$ cat src/rtl/lmfb_pkg.sv
// Shared types, codes and lookup tables for the LED matrix fade/blink driver.
`timescale 1ns / 1ps
package lmfb_pkg;

   // Input opcodes
   localparam logic OP_SET  = 1'b0;
   localparam logic OP_TICK = 1'b1;

   // Register indexes (word address bits [3:2])
   localparam logic [1:0] REG_FADE_STEP    = 2'd0;
   localparam logic [1:0] REG_BLINK_PERIOD = 2'd1;
   localparam logic [1:0] REG_INVERT       = 2'd2;

   localparam int CSR_ADDR_W = 4;
   localparam int CSR_DATA_W = 32;

   // Fixed field widths
   localparam int LED_INDEX_W = 6;
   localparam int MODE_W      = 4;
   localparam int FADE_W      = 6;
   localparam int COLUMN_W    = 3;
   localparam int ROW_W       = 3;
   localparam int INTENS_W    = 8;
   localparam int PERIOD_W    = 16;

   // Mode bits
   localparam logic [MODE_W-1:0] MODE_STEADY = 4'h1;
   localparam logic [MODE_W-1:0] MODE_BLINK  = 4'h2;
   localparam logic [MODE_W-1:0] MODE_ACTIVE = 4'h4;
   localparam logic [MODE_W-1:0] MODE_PHASE  = 4'h8;
   localparam int MODE_BLINK_BIT = 1;

   localparam logic [INTENS_W-1:0] INTENSITY_MAX = 8'd255;

   // Queue depths between the parts
   localparam int CMD_DEPTH = 2;
   localparam int RSP_DEPTH = 2;

   // Only steady-on and blinking-in-phase-one modes light the LED
   localparam logic [INTENS_W-1:0] LIT_TABLE [0:15] = '{
      8'd0, 8'd0, 8'd0, 8'd0, 8'd0, 8'd255, 8'd0, 8'd0,
      8'd0, 8'd0, 8'd0, 8'd0, 8'd0, 8'd0, 8'd255, 8'd0
   };

   localparam logic [INTENS_W-1:0] FADE_SCALE [0:63] = '{
      8'd0,   8'd2,   8'd4,   8'd6,   8'd8,   8'd10,  8'd12,  8'd14,
      8'd16,  8'd18,  8'd20,  8'd22,  8'd24,  8'd26,  8'd28,  8'd30,
      8'd32,  8'd34,  8'd36,  8'd38,  8'd40,  8'd42,  8'd44,  8'd46,
      8'd48,  8'd50,  8'd52,  8'd54,  8'd56,  8'd58,  8'd60,  8'd62,
      8'd64,  8'd68,  8'd70,  8'd75,  8'd80,  8'd85,  8'd90,  8'd95,
      8'd100, 8'd105, 8'd110, 8'd115, 8'd120, 8'd125, 8'd130, 8'd135,
      8'd140, 8'd145, 8'd150, 8'd155, 8'd160, 8'd165, 8'd170, 8'd180,
      8'd190, 8'd200, 8'd210, 8'd220, 8'd230, 8'd240, 8'd250, 8'd255
   };

   // Classified command from the front part
   typedef struct packed {
      logic                   tick;
      logic [LED_INDEX_W-1:0] led_index;
      logic [MODE_W-1:0]      mode;
   } cmd_type;

   // One row result
   typedef struct packed {
      logic [COLUMN_W-1:0] column;
      logic [ROW_W-1:0]    row;
      logic                row_enabled;
      logic [INTENS_W-1:0] intensity;
      logic                last;
   } rsp_type;

   // Register contents seen by the back part
   typedef struct packed {
      logic [FADE_W-1:0]   fade_step;
      logic [PERIOD_W-1:0] blink_period;
      logic                invert_output;
   } cfg_type;

   // Side effects of register writes
   typedef struct packed {
      logic fade_clear;
      logic counter_clear;
   } csr_evt_type;

endpackage

$ cat src/rtl/led_matrix_fade_blink_driver.sv
// Top level of the multiplexed LED matrix driver with per-LED blink and fade.
`timescale 1ns / 1ps
// Set beat: the back part pops it from the command queue, reads the old mode in ST_IDLE and
//   writes the new mode in ST_SET (no result). Tick beat: a ST_ROW_RD/ST_ROW_WR pair per row,
//   after a blink refresh sweep over all LEDs when due; each row beat goes through the result
//   queue to the result ports, and ST_ROW_WR waits while that queue is full.
// Reset: synchronous, clears control state; LED modes and fade levels read as zero
//   through per-entry valid bits, so no clearing pass is run.
module led_matrix_fade_blink_driver #(
   parameter int LED_COLUMNS = 8,
   parameter int LED_ROWS    = 6,
   parameter int FADE_LEVELS = 64
) (
   input  logic                             clock,
   input  logic                             reset,
   // Request queue side
   input  logic                             req_push,
   output logic                             req_full,
   input  logic                             req_opcode,
   input  logic [lmfb_pkg::LED_INDEX_W-1:0] req_led_index,
   input  logic                             req_led_on,
   input  logic                             req_blink_mode,
   // Result queue side
   output logic                             rsp_empty,
   input  logic                             rsp_pop,
   output logic [lmfb_pkg::COLUMN_W-1:0]    rsp_column,
   output logic [lmfb_pkg::ROW_W-1:0]       rsp_row,
   output logic                             rsp_row_enabled,
   output logic [lmfb_pkg::INTENS_W-1:0]    rsp_intensity,
   output logic                             rsp_last,
   // Register port
   input  logic                             csr_psel,
   input  logic                             csr_penable,
   input  logic                             csr_pwrite,
   input  logic [lmfb_pkg::CSR_ADDR_W-1:0]  csr_paddr,
   input  logic [lmfb_pkg::CSR_DATA_W-1:0]  csr_pwdata,
   output logic [lmfb_pkg::CSR_DATA_W-1:0]  csr_prdata,
   output logic                             csr_pready
);
   import lmfb_pkg::*;

   localparam int LED_TOTAL = LED_ROWS * LED_COLUMNS;

   // Register file
   logic [FADE_W-1:0]   fade_step_ff, fade_step_in;
   logic [PERIOD_W-1:0] blink_period_ff, blink_period_in;
   logic                invert_ff, invert_in;
   logic                csr_wr;
   logic [1:0]          csr_index;
   cfg_type             cfg;
   csr_evt_type         csr_evt;

   // Front-to-back command queue
   logic    cmd_push, cmd_full, cmd_pop, cmd_empty;
   cmd_type cmd_front, cmd_back;

   // Back-to-port result queue
   logic    rsp_push, rsp_full;
   rsp_type rsp_back, rsp_head;

   assign csr_pready = 1'b1;
   assign csr_index  = csr_paddr[CSR_ADDR_W-1:2];
   assign csr_wr     = csr_psel && csr_penable && csr_pwrite && csr_pready;

   // Write beat: update the addressed register; unknown indexes do nothing
   always_comb begin
      fade_step_in    = fade_step_ff;
      blink_period_in = blink_period_ff;
      invert_in       = invert_ff;
      csr_evt         = '0;
      if (csr_wr) begin
         unique case (csr_index)
            REG_FADE_STEP: begin
               fade_step_in       = csr_pwdata[FADE_W-1:0];
               csr_evt.fade_clear = 1'b1;
            end
            REG_BLINK_PERIOD: begin
               blink_period_in       = csr_pwdata[PERIOD_W-1:0];
               csr_evt.counter_clear = 1'b1;
            end
            REG_INVERT: begin
               invert_in = csr_pwdata[0];
            end
            default: begin
            end
         endcase
      end
   end

   // Read beat: return the addressed register, zero-extended
   always_comb begin
      unique case (csr_index)
         REG_FADE_STEP:    csr_prdata = CSR_DATA_W'(fade_step_ff);
         REG_BLINK_PERIOD: csr_prdata = CSR_DATA_W'(blink_period_ff);
         REG_INVERT:       csr_prdata = CSR_DATA_W'(invert_ff);
         default:          csr_prdata = '0;
      endcase
   end

   always_ff @(posedge clock) begin
      if (reset) begin
         fade_step_ff    <= '0;
         blink_period_ff <= '0;
         invert_ff       <= 1'b0;
      end else begin
         fade_step_ff    <= fade_step_in;
         blink_period_ff <= blink_period_in;
         invert_ff       <= invert_in;
      end
   end

   assign cfg.fade_step     = fade_step_ff;
   assign cfg.blink_period  = blink_period_ff;
   assign cfg.invert_output = invert_ff;

   // Classify request beats and drop sets that fall outside the matrix
   lmfb_front #(.LED_TOTAL(LED_TOTAL)) u_front (
      .req_push       (req_push),
      .req_full       (req_full),
      .req_opcode     (req_opcode),
      .req_led_index  (req_led_index),
      .req_led_on     (req_led_on),
      .req_blink_mode (req_blink_mode),
      .cmd_full       (cmd_full),
      .cmd_push       (cmd_push),
      .cmd            (cmd_front)
   );

   // Short queue so the front keeps taking beats while the back is busy
   lmfb_fifo #(.WIDTH($bits(cmd_type)), .DEPTH(CMD_DEPTH)) u_cmd_fifo (
      .clock     (clock),
      .reset     (reset),
      .push      (cmd_push),
      .push_data (cmd_front),
      .full      (cmd_full),
      .pop       (cmd_pop),
      .pop_data  (cmd_back),
      .empty     (cmd_empty)
   );

   // Mode/fade storage, blink refresh sweep and per-row drive computation
   lmfb_back #(
      .LED_COLUMNS (LED_COLUMNS),
      .LED_ROWS    (LED_ROWS),
      .FADE_LEVELS (FADE_LEVELS)
   ) u_back (
      .clock     (clock),
      .reset     (reset),
      .cfg       (cfg),
      .csr_evt   (csr_evt),
      .cmd_empty (cmd_empty),
      .cmd       (cmd_back),
      .cmd_pop   (cmd_pop),
      .rsp_full  (rsp_full),
      .rsp_push  (rsp_push),
      .rsp       (rsp_back)
   );

   // Result queue: hold finished rows until the consumer pops them
   lmfb_fifo #(.WIDTH($bits(rsp_type)), .DEPTH(RSP_DEPTH)) u_rsp_fifo (
      .clock     (clock),
      .reset     (reset),
      .push      (rsp_push),
      .push_data (rsp_back),
      .full      (rsp_full),
      .pop       (rsp_pop),
      .pop_data  (rsp_head),
      .empty     (rsp_empty)
   );

   assign rsp_column      = rsp_head.column;
   assign rsp_row         = rsp_head.row;
   assign rsp_row_enabled = rsp_head.row_enabled;
   assign rsp_intensity   = rsp_head.intensity;
   assign rsp_last        = rsp_head.last;

endmodule

$ cat src/rtl/lmfb_ram.sv
// Generic single-write, single-read RAM with registered read data.
`timescale 1ns / 1ps
module lmfb_ram #(
   parameter int WIDTH = 8,
   parameter int DEPTH = 48,
   parameter int AW    = (DEPTH > 1) ? $clog2(DEPTH) : 1
) (
   input  logic             clock,
   input  logic             wr_en,
   input  logic [AW-1:0]    wr_addr,
   input  logic [WIDTH-1:0] wr_data,
   input  logic             rd_en,
   input  logic [AW-1:0]    rd_addr,
   output logic [WIDTH-1:0] rd_data
);

   logic [WIDTH-1:0] mem_ff [DEPTH];
   logic [WIDTH-1:0] rd_data_ff;

   always_ff @(posedge clock) begin
      if (wr_en) begin
         mem_ff[wr_addr] <= wr_data;
      end
      if (rd_en) begin
         rd_data_ff <= mem_ff[rd_addr];
      end
   end

   assign rd_data = rd_data_ff;

endmodule

$ cat src/rtl/lmfb_fifo.sv
// Small register FIFO used between the front, the back and the result port.
`timescale 1ns / 1ps
module lmfb_fifo #(
   parameter int WIDTH = 8,
   parameter int DEPTH = 2
) (
   input  logic             clock,
   input  logic             reset,
   input  logic             push,
   input  logic [WIDTH-1:0] push_data,
   output logic             full,
   input  logic             pop,
   output logic [WIDTH-1:0] pop_data,
   output logic             empty
);

   localparam int PW = (DEPTH > 1) ? $clog2(DEPTH) : 1;
   localparam int CW = $clog2(DEPTH + 1);
   localparam logic [PW-1:0] PTR_LAST = PW'(DEPTH - 1);
   localparam logic [CW-1:0] CNT_FULL = CW'(DEPTH);

   logic [WIDTH-1:0] mem_ff [DEPTH];
   logic [PW-1:0]    wr_ptr_ff, wr_ptr_in;
   logic [PW-1:0]    rd_ptr_ff, rd_ptr_in;
   logic [CW-1:0]    count_ff, count_in;
   logic             do_push, do_pop;

   assign full     = (count_ff == CNT_FULL);
   assign empty    = (count_ff == '0);
   assign do_push  = push && !full;
   assign do_pop   = pop && !empty;
   assign pop_data = mem_ff[rd_ptr_ff];

   always_comb begin
      wr_ptr_in = wr_ptr_ff;
      rd_ptr_in = rd_ptr_ff;
      count_in  = count_ff;
      if (do_push) begin
         wr_ptr_in = (wr_ptr_ff == PTR_LAST) ? '0 : wr_ptr_ff + 1'b1;
      end
      if (do_pop) begin
         rd_ptr_in = (rd_ptr_ff == PTR_LAST) ? '0 : rd_ptr_ff + 1'b1;
      end
      if (do_push && !do_pop) begin
         count_in = count_ff + 1'b1;
      end else if (do_pop && !do_push) begin
         count_in = count_ff - 1'b1;
      end
   end

   always_ff @(posedge clock) begin
      if (reset) begin
         wr_ptr_ff <= '0;
         rd_ptr_ff <= '0;
         count_ff  <= '0;
      end else begin
         wr_ptr_ff <= wr_ptr_in;
         rd_ptr_ff <= rd_ptr_in;
         count_ff  <= count_in;
      end
   end

   always_ff @(posedge clock) begin
      if (do_push) begin
         mem_ff[wr_ptr_ff] <= push_data;
      end
   end

endmodule

$ cat src/rtl/lmfb_front.sv
// Front part: accept request beats, drop out-of-range sets, encode the new LED mode.
`timescale 1ns / 1ps
module lmfb_front #(
   parameter int LED_TOTAL = 48
) (
   input  logic                            req_push,
   output logic                            req_full,
   input  logic                            req_opcode,
   input  logic [lmfb_pkg::LED_INDEX_W-1:0] req_led_index,
   input  logic                            req_led_on,
   input  logic                            req_blink_mode,
   input  logic                            cmd_full,
   output logic                            cmd_push,
   output lmfb_pkg::cmd_type               cmd
);
   import lmfb_pkg::*;

   logic is_tick;
   logic in_range;

   assign is_tick  = (req_opcode == OP_TICK);
   assign in_range = ({3'b000, req_led_index} < 9'(LED_TOTAL));
   assign req_full = cmd_full;
   // A set beyond the matrix is accepted and dropped here
   assign cmd_push = req_push && !cmd_full && (is_tick || in_range);

   always_comb begin
      cmd.tick      = is_tick;
      cmd.led_index = req_led_index;
      if (!req_led_on) begin
         cmd.mode = '0;
      end else if (req_blink_mode) begin
         cmd.mode = MODE_ACTIVE | MODE_BLINK | MODE_PHASE;
      end else begin
         cmd.mode = MODE_ACTIVE | MODE_STEADY;
      end
   end

endmodule

$ cat src/rtl/lmfb_back.sv
// Back part: mode/fade storage, blink sweep, per-row fade ramp and result generation.
`timescale 1ns / 1ps
module lmfb_back #(
   parameter int LED_COLUMNS = 8,
   parameter int LED_ROWS    = 6,
   parameter int FADE_LEVELS = 64
) (
   input  logic                  clock,
   input  logic                  reset,
   input  lmfb_pkg::cfg_type     cfg,
   input  lmfb_pkg::csr_evt_type csr_evt,
   input  logic                  cmd_empty,
   input  lmfb_pkg::cmd_type     cmd,
   output logic                  cmd_pop,
   input  logic                  rsp_full,
   output logic                  rsp_push,
   output lmfb_pkg::rsp_type     rsp
);
   import lmfb_pkg::*;

   localparam int LED_TOTAL = LED_ROWS * LED_COLUMNS;
   localparam int AW  = (LED_TOTAL > 1) ? $clog2(LED_TOTAL) : 1;
   localparam int CW  = (LED_COLUMNS > 1) ? $clog2(LED_COLUMNS) : 1;
   localparam int RW  = (LED_ROWS > 1) ? $clog2(LED_ROWS) : 1;
   localparam int BCW = $clog2(LED_TOTAL + 1);

   localparam logic [AW:0]       SWEEP_END = (AW + 1)'(LED_TOTAL);
   localparam logic [AW-1:0]     COL_STEP  = AW'(LED_COLUMNS);
   localparam logic [CW-1:0]     COL_LAST  = CW'(LED_COLUMNS - 1);
   localparam logic [RW-1:0]     ROW_LAST  = RW'(LED_ROWS - 1);
   localparam logic [FADE_W-1:0] FADE_TOP  = FADE_W'(FADE_LEVELS - 1);

   localparam logic [2:0] ST_IDLE   = 3'd0;
   localparam logic [2:0] ST_SET    = 3'd1;
   localparam logic [2:0] ST_SWEEP  = 3'd2;
   localparam logic [2:0] ST_ROW_RD = 3'd3;
   localparam logic [2:0] ST_ROW_WR = 3'd4;

   logic [2:0]          state_ff, state_in;
   cmd_type             cmd_ff, cmd_in;
   logic [CW-1:0]       col_ff, col_in;
   logic [RW-1:0]       row_ff, row_in;
   logic [AW-1:0]       addr_ff, addr_in;
   logic [AW:0]         sweep_cnt_ff, sweep_cnt_in;
   logic                sweep_pend_ff, sweep_pend_in;
   logic [AW-1:0]       sweep_addr_ff, sweep_addr_in;
   logic [PERIOD_W-1:0] counter_ff, counter_in;
   logic                phase_ff, phase_in;
   logic                active_ff, active_in;
   logic [BCW-1:0]      bcount_ff, bcount_in;
   logic [LED_TOTAL-1:0] mode_vld_ff, mode_vld_in;
   logic [LED_TOTAL-1:0] fade_vld_ff, fade_vld_in;
   logic                mode_rvld_ff, mode_rvld_in;
   logic                fade_rvld_ff, fade_rvld_in;

   logic                mode_rd_en, mode_wr_en;
   logic [AW-1:0]       mode_rd_addr, mode_wr_addr;
   logic [MODE_W-1:0]   mode_rd_data, mode_wr_data;
   logic                fade_rd_en, fade_wr_en;
   logic [FADE_W-1:0]   fade_rd_data;

   logic [MODE_W-1:0]   mode_eff;
   logic [FADE_W-1:0]   fade_eff;
   logic                lit;
   logic [FADE_W:0]     lv_sum;
   logic [FADE_W-1:0]   lv_new;
   logic                row_en;
   logic [INTENS_W-1:0] row_val;
   logic [BCW-1:0]      bcount_new;
   logic [PERIOD_W-1:0] counter_inc;

   lmfb_ram #(.WIDTH(MODE_W), .DEPTH(LED_TOTAL), .AW(AW)) u_mode_ram (
      .clock   (clock),
      .wr_en   (mode_wr_en),
      .wr_addr (mode_wr_addr),
      .wr_data (mode_wr_data),
      .rd_en   (mode_rd_en),
      .rd_addr (mode_rd_addr),
      .rd_data (mode_rd_data)
   );

   lmfb_ram #(.WIDTH(FADE_W), .DEPTH(LED_TOTAL), .AW(AW)) u_fade_ram (
      .clock   (clock),
      .wr_en   (fade_wr_en),
      .wr_addr (addr_ff),
      .wr_data (lv_new),
      .rd_en   (fade_rd_en),
      .rd_addr (addr_ff),
      .rd_data (fade_rd_data)
   );

   // Unwritten entries read as reset values: mode off, fade level zero
   assign mode_eff = mode_rvld_ff ? mode_rd_data : '0;
   assign fade_eff = fade_rvld_ff ? fade_rd_data : '0;
   assign lit      = (LIT_TABLE[mode_eff] != '0);
   assign lv_sum   = {1'b0, fade_eff} + {1'b0, cfg.fade_step};

   // Fade ramp and intensity for the row being read
   always_comb begin
      lv_new  = fade_eff;
      row_en  = 1'b0;
      row_val = '0;
      if (cfg.fade_step == '0 && lit) begin
         row_en  = 1'b1;
         row_val = INTENSITY_MAX;
      end else begin
         if (lit && fade_eff != FADE_TOP) begin
            lv_new = (lv_sum > {1'b0, FADE_TOP}) ? FADE_TOP : lv_sum[FADE_W-1:0];
         end else if (!lit && fade_eff != '0) begin
            lv_new = (fade_eff > cfg.fade_step) ? fade_eff - cfg.fade_step : '0;
         end
         if (lv_new != '0) begin
            row_en  = 1'b1;
            row_val = FADE_SCALE[lv_new];
         end
      end
      if (row_en && cfg.invert_output) begin
         row_val = INTENSITY_MAX - row_val;
      end
   end

   assign rsp.column      = COLUMN_W'(col_ff);
   assign rsp.row         = ROW_W'(row_ff);
   assign rsp.row_enabled = row_en;
   assign rsp.intensity   = row_val;
   assign rsp.last        = (row_ff == ROW_LAST);

   assign bcount_new  = bcount_ff - BCW'(mode_eff[MODE_BLINK_BIT])
                        + BCW'(cmd_ff.mode[MODE_BLINK_BIT]);
   assign counter_inc = counter_ff + 1'b1;

   always_comb begin
      state_in      = state_ff;
      cmd_in        = cmd_ff;
      col_in        = col_ff;
      row_in        = row_ff;
      addr_in       = addr_ff;
      sweep_cnt_in  = sweep_cnt_ff;
      sweep_pend_in = 1'b0;
      sweep_addr_in = sweep_addr_ff;
      counter_in    = counter_ff;
      phase_in      = phase_ff;
      active_in     = active_ff;
      bcount_in     = bcount_ff;
      cmd_pop       = 1'b0;
      mode_rd_en    = 1'b0;
      mode_rd_addr  = addr_ff;
      mode_wr_en    = 1'b0;
      mode_wr_addr  = addr_ff;
      mode_wr_data  = cmd_ff.mode;
      fade_rd_en    = 1'b0;
      fade_wr_en    = 1'b0;
      rsp_push      = 1'b0;

      unique case (state_ff)
         ST_IDLE: begin
            if (!cmd_empty) begin
               cmd_pop = 1'b1;
               cmd_in  = cmd;
               if (cmd.tick) begin
                  row_in  = '0;
                  addr_in = AW'(col_ff);
                  if (active_ff && counter_ff == '0) begin
                     sweep_cnt_in = '0;
                     state_in     = ST_SWEEP;
                  end else begin
                     state_in = ST_ROW_RD;
                  end
               end else begin
                  mode_rd_en   = 1'b1;
                  mode_rd_addr = AW'(cmd.led_index);
                  addr_in      = AW'(cmd.led_index);
                  state_in     = ST_SET;
               end
            end
         end
         ST_SET: begin
            mode_wr_en = 1'b1;
            bcount_in  = bcount_new;
            if (bcount_new != '0) begin
               if (!active_ff) begin
                  active_in  = 1'b1;
                  phase_in   = 1'b1;
                  counter_in = '0;
               end
            end else if (active_ff) begin
               active_in  = 1'b0;
               phase_in   = 1'b1;
               counter_in = '0;
            end
            state_in = ST_IDLE;
         end
         ST_SWEEP: begin
            // Read entry n while writing back entry n-1
            if (sweep_cnt_ff < SWEEP_END) begin
               mode_rd_en    = 1'b1;
               mode_rd_addr  = sweep_cnt_ff[AW-1:0];
               sweep_pend_in = 1'b1;
               sweep_addr_in = sweep_cnt_ff[AW-1:0];
            end
            if (sweep_pend_ff && mode_eff[MODE_BLINK_BIT]) begin
               mode_wr_en   = 1'b1;
               mode_wr_addr = sweep_addr_ff;
               mode_wr_data = {phase_ff, mode_eff[MODE_W-2:0]};
            end
            sweep_cnt_in = sweep_cnt_ff + 1'b1;
            if (sweep_cnt_ff == SWEEP_END) begin
               phase_in = !phase_ff;
               state_in = ST_ROW_RD;
            end
         end
         ST_ROW_RD: begin
            mode_rd_en = 1'b1;
            fade_rd_en = 1'b1;
            state_in   = ST_ROW_WR;
         end
         ST_ROW_WR: begin
            if (!rsp_full) begin
               rsp_push   = 1'b1;
               fade_wr_en = 1'b1;
               if (row_ff == ROW_LAST) begin
                  if (active_ff) begin
                     counter_in = (counter_inc >= cfg.blink_period) ? '0 : counter_inc;
                  end
                  col_in   = (col_ff == COL_LAST) ? '0 : col_ff + 1'b1;
                  state_in = ST_IDLE;
               end else begin
                  row_in   = row_ff + 1'b1;
                  addr_in  = addr_ff + COL_STEP;
                  state_in = ST_ROW_RD;
               end
            end
         end
         default: begin
            state_in = ST_IDLE;
         end
      endcase

      if (csr_evt.counter_clear) begin
         counter_in = '0;
      end
   end

   always_comb begin
      mode_vld_in  = mode_vld_ff;
      fade_vld_in  = fade_vld_ff;
      mode_rvld_in = mode_rvld_ff;
      fade_rvld_in = fade_rvld_ff;
      if (mode_wr_en) begin
         mode_vld_in[mode_wr_addr] = 1'b1;
      end
      if (csr_evt.fade_clear) begin
         fade_vld_in = '0;
      end else if (fade_wr_en) begin
         fade_vld_in[addr_ff] = 1'b1;
      end
      if (mode_rd_en) begin
         mode_rvld_in = mode_vld_ff[mode_rd_addr];
      end
      if (fade_rd_en) begin
         fade_rvld_in = fade_vld_ff[addr_ff];
      end
   end

   always_ff @(posedge clock) begin
      if (reset) begin
         state_ff      <= ST_IDLE;
         col_ff        <= '0;
         row_ff        <= '0;
         sweep_cnt_ff  <= '0;
         sweep_pend_ff <= 1'b0;
         counter_ff    <= '0;
         phase_ff      <= 1'b1;
         active_ff     <= 1'b0;
         bcount_ff     <= '0;
         mode_vld_ff   <= '0;
         fade_vld_ff   <= '0;
         mode_rvld_ff  <= 1'b0;
         fade_rvld_ff  <= 1'b0;
      end else begin
         state_ff      <= state_in;
         col_ff        <= col_in;
         row_ff        <= row_in;
         sweep_cnt_ff  <= sweep_cnt_in;
         sweep_pend_ff <= sweep_pend_in;
         counter_ff    <= counter_in;
         phase_ff      <= phase_in;
         active_ff     <= active_in;
         bcount_ff     <= bcount_in;
         mode_vld_ff   <= mode_vld_in;
         fade_vld_ff   <= fade_vld_in;
         mode_rvld_ff  <= mode_rvld_in;
         fade_rvld_ff  <= fade_rvld_in;
      end
   end

   always_ff @(posedge clock) begin
      cmd_ff        <= cmd_in;
      addr_ff       <= addr_in;
      sweep_addr_ff <= sweep_addr_in;
   end

endmodule

$ cat config.mk
export PLATFORM = sky130hd
export DESIGN_NAME = led_matrix_fade_blink_driver
export DESIGN_NICKNAME = d
export VERILOG_FILES = /design/src/rtl/lmfb_pkg.sv /design/src/rtl/led_matrix_fade_blink_driver.sv /design/src/rtl/lmfb_ram.sv /design/src/rtl/lmfb_fifo.sv /design/src/rtl/lmfb_front.sv /design/src/rtl/lmfb_back.sv
export SDC_FILE = /design/constraint.sdc
export NUM_CORES = 1
export LEC_CHECK = 0
export BUFFER_PORTS_ARGS = -buffer_cell sky130_fd_sc_hd__buf_2
export CORE_MARGIN = 1
export CORE_UTILIZATION = 25
export CTS_BUF_LIST = sky130_fd_sc_hd__clkbuf_4 sky130_fd_sc_hd__clkbuf_8 sky130_fd_sc_hd__clkbuf_16
export CTS_CLUSTER_SIZE = 14
export DETAILED_ROUTE_END_ITERATION = 8
export PLACE_DENSITY = 0.47
export SKIP_CTS_REPAIR_TIMING = 1
export SLEW_MARGIN = 40
export SYNTH_ARGS = -nofsm -noshare
export SYNTH_HDL_FRONTEND = slang
export SYNTH_HIERARCHICAL = 1
export SYNTH_SLANG_ARGS = --single-unit
$ cat constraint.sdc
create_clock -name clock -period 6.8 [get_ports clock]
set_input_delay 1.36 -clock clock [delete_from_list [all_inputs] [get_ports clock]]
set_output_delay 1.36 -clock clock [all_outputs]
set_load 0.02 [all_outputs]
==> reports/results.tsv <==
stage	metric	value	unit
grt	antenna violations before repair	6	
synthesis	EDFF count, synth	560	
synthesis	mean post-synth cell area	13.2	sq um
sta	# setup viols final	0	
final_layout	nets	2635	
pwr	power density over cell area	366	nW/um^2
drt	via count	19657	
synthesis	Mapped Area	32900	sq um
drt	first-pass detailed-route iteration total	5	
synthesis	leading area contributor after synthesis	edfxtp_1	
placement	port buffer count	67	
synthesis	synth unique cells	88	
final_layout	Sequential Area	20300	sq um
status	outcome	completed	
grt	vias in the first global route	19322	
placement	hpwl dp	52100	microns
cts	CTS tree	yes	
setup_path	Setup crit start	u_back/fade_rvld_ff	
floorplanning	Die Wd	365	microns
placement	GPL Wtd Cong	0.781	
sta	Worst Skew	25.0	ps
grt	Overflow after GRT	0	
grt	largest net degree at the start of global routing	84	
floorplanning	Rows	132	
drt	Routed WL	79500	microns
floorplanning	die area	133000	sq um
synthesis	ranking of synthesized cells by area	edfxtp_1 (51%), dfxtp_1 (10%), mux2i_1 (7.6%)	
synthesis	Post-synth ARST share	0	
final_layout	most common cell after layout, fill and taps aside	edfxtp_1	
setup_path	CP max-delay cell	dfxtp_1	
setup_path	crit-path cells	nand2_1, inv_1, ha_1, inv_1, fa_1, or3_1, a311oi_1, nor2_1, o21ai_1, inv_1, ha_1, inv_1, mux2i_1, mux2_2, o211ai_1, mux2i_1, o311ai_1	
setup_path	startpoint types	register	
setup_path	Crit path depth	17	
synthesis	Synth top area share	0.511	
sta	Slew headroom	0.385	
drt	WL/cell	18.3	microns
sta	Hold Vio Cnt, Final	0	
floorplanning	IO Pins	103	
synthesis	ys flop type	edfxtp_1	
floorplanning	Starting Density	0.253	
synthesis	Yosys reg bits	732	
setup_path	delay of the slowest critical-path stage	660	ps
final_layout	fin util	0.290	
placement	post-place instance area	34900	sq um
cts	maximum root-to-sink buffer count	3	
setup_path	Reg2Reg Capture Point	u_rsp_fifo/mem_ff[1][4]	
sta	RSZ-0062 raised after global routing	false	
setup_path	worst reg2reg path depth	17	
sta	Final Max Slew Viols	0	
hold_path	Worst Hold Class	register to register	
setup_path	Worst EP required	7160	ps
setup_path	R2R Setup Slk	1820	ps
setup_path	R2R Path Start	u_back/fade_rvld_ff	
pwr	Leakage Power	12.6	nW
cts	CTS sink count	732	
run	Max-Cap Viols	0	
cts	htree depth	3	
sta	Max Clk Rate	201	MHz
setup_path	Crit. End Element	register	
setup_path	CP bufs+invs	4	
final_layout	Syn-to-layout area delta	14.4	%
setup_path	CP top delay family	compound AO/OA/AOI/OAI gates	
sta	minimum clock period	4980	ps
final_layout	multi-input logic area	11600	sq um
setup_path	most used cell, CP	inv_1	
floorplanning	CORE AREA	130000	sq um
sta	period utilization	0.732	
final_layout	fin area	37600	sq um
final_layout	commonest non-fill, non-tap cells in the layout	edfxtp_1 (560), nor2_1 (274), mux2i_1 (248)	
sta	Worst Tran Pin Value	918	ps
sta	final setup TNS	0	ps
cts	Clk Tree Root Cell	clkbuf_16	
drt	Post-route DRC	0	
floorplanning	die height	365	microns
drt	DRT antenna net count	0	
setup_path	Worst Setup EP	u_rsp_fifo/mem_ff[1][4]	
final_layout	n_diodes	0	
drt	vias per cell	4.54	
cts	Worst-Skew Late Latency	650	ps
cts	TritonCTS Buffers	80	
synthesis	Yosys Warn Count	6	
setup_path	CP Class	register to register	
setup_path	Arr. time, crit path	5350	ps
final_layout	# fillers	13247	
synthesis	part of the Yosys area used for sequential elements	0.616	
final_layout	layout cells sized above 1	0.153	
grt	Tot GR Track Use	0.118	
synthesis	Mapped Cells	2495	
pwr	Worst IR Drop VDD	0.268	mV
setup_path	CP Max Fanout	18	
cts	clk slew on worst S/H paths	60	ps
drt	iteration-0 DRC count of the detailed router	1289	
grt	global-route wire length before repair	121000	microns
layout make-up:
cell class | instances | share of cell area
flip-flops and latches | 732 | 0.538
clock inverters | 37 | 0.0103
clock buffers | 105 | 0.0610
repair buffers | 101 | 0.0163
inverters | 76 | 0.00761
well taps | 1742 | 0.0579
multi-input cells | 1541 | 0.309
routing by layer:
| metal | vias up | track usage | wire length, microns |
|---|---|---|---|
| met4 | 6 | 0.0354 | 1600 |
| met1 | 9774 | 0.166 | 38100 |
| li1 | 9378 | - | - |
| met2 | 388 | 0.185 | 36300 |
| met5 | - | 0 | 38 |
| met3 | 111 | 0.0194 | 3530 |
per-stage QoR:
| step | total power [W] | hold WS, ps | cells | setup slack [ps] |
|---|---|---|---|---|
| after floorplan | 0.00847 | 431 | 2510 | 1560 |
| after global placement | 0.00952 | 445 | 4192 | 1800 |
| after detailed placement | 0.00954 | 451 | 4192 | 1840 |
| after CTS | 0.0140 | 460 | 4334 | 1810 |
| after global routing | 0.0144 | 487 | 4334 | 1380 |
| final | 0.0138 | 461 | 4334 | 1820 |
synthesized netlist by cell type, types with 12 or more instances:
| cell type | count |
|---|---|
| a21oi_1 | 171 |
| a221oi_1 | 13 |
| a22o_1 | 21 |
| a22oi_1 | 50 |
| and2_1 | 22 |
| and3_1 | 16 |
| buf_2 | 28 |
| buf_4 | 37 |
| buf_6 | 18 |
| clkbuf_1 | 61 |
| dfxtp_1 | 172 |
| edfxtp_1 | 560 |
| ha_1 | 49 |
| inv_1 | 75 |
| mux2_2 | 36 |
| mux2i_1 | 249 |
| mux4_2 | 45 |
| nand2_1 | 111 |
| nand2b_1 | 60 |
| nand3_1 | 36 |
| nand3b_1 | 18 |
| nor2_1 | 275 |
| nor2b_1 | 28 |
| nor3_1 | 34 |
| nor4_1 | 12 |
| o21ai_0 | 49 |
| o22ai_1 | 14 |
| or3_1 | 13 |
| xnor2_1 | 19 |
| xor2_1 | 21 |
worst reg2reg max path, stage by stage (launching register included):
cell	delay [ps]
dfxtp_1	660
nand2_1	290
inv_1	120
ha_1	170
inv_1	60
fa_1	490
or3_1	400
a311oi_1	400
nor2_1	190
o21ai_1	480
inv_1	240
ha_1	260
inv_1	50
mux2i_1	60
mux2_2	270
o211ai_1	230
mux2i_1	220
o311ai_1	120
cell families (layout without fill, tap and decap cells):
group | Yosys count | in the layout | synth area share
and+or+nand+nor | 665 | 665 | 0.0975
adders and majority gates | 52 | 52 | 0.0202
muxes | 340 | 340 | 0.127
DFF | 732 | 732 | 0.616
xor gates and xnor gates | 41 | 41 | 0.0113
other | 2 | 17 | 0.000228
AOI/OAI and AO/OA | 426 | 426 | 0.0882
buffers and inverters | 237 | 319 | 0.0399
worst min-delay path by stage:
stage / from / to / slack [ps] / cells after the start
floorplan: u_back/fade_vld_ff[11] / u_back/fade_vld_ff[11] / 430 / 2
global placement: u_back/fade_vld_ff[38] / u_back/fade_vld_ff[38] / 450 / 2
detailed placement: u_back/bcount_ff[0] / u_back/bcount_ff[0] / 450 / 2
CTS: u_back/bcount_ff[0] / u_back/bcount_ff[0] / 460 / 2
global route: u_back/mode_vld_ff[9] / u_back/mode_vld_ff[9] / 490 / 2
finish: u_back/fade_vld_ff[39] / u_back/fade_vld_ff[39] / 460 / 2
power by group:
| part | internal [W] | switching [W] | total [W] |
|---|---|---|---|
| sequential | 0.00514 | 0.000121 | 0.00526 |
| clock | 0.00256 | 0.00182 | 0.00438 |
| combinational | 0.00152 | 0.00262 | 0.00414 |
| total | 0.00922 | 0.00456 | 0.0138 |
registers in the layout, indices dropped and copies added (netlist names), 2 cells and up, named ones only:
register / count
u_back/fade_vld_ff: 48
blink_period_ff: 16
u_back/counter_ff: 16
u_rsp_fifo/mem_ff: 32
u_back/col_ff: 3
u_back/addr_ff: 6
u_back/row_ff: 3
u_back/u_fade_ram/mem_ff: 288
u_cmd_fifo/count_ff: 2
u_cmd_fifo/mem_ff: 22
u_back/u_fade_ram/rd_data: 6
u_back/u_mode_ram/rd_data: 4
u_back/cmd_ff: 4
u_back/bcount_ff: 6
u_rsp_fifo/count_ff: 2
u_back/sweep_addr_ff: 6
u_back/state_ff: 3
fade_step_ff: 6
u_back/mode_vld_ff: 48
u_back/sweep_cnt_ff: 7
u_back/u_mode_ram/mem_ff: 192
Note: power is estimated with default switching activity, not from simulation.
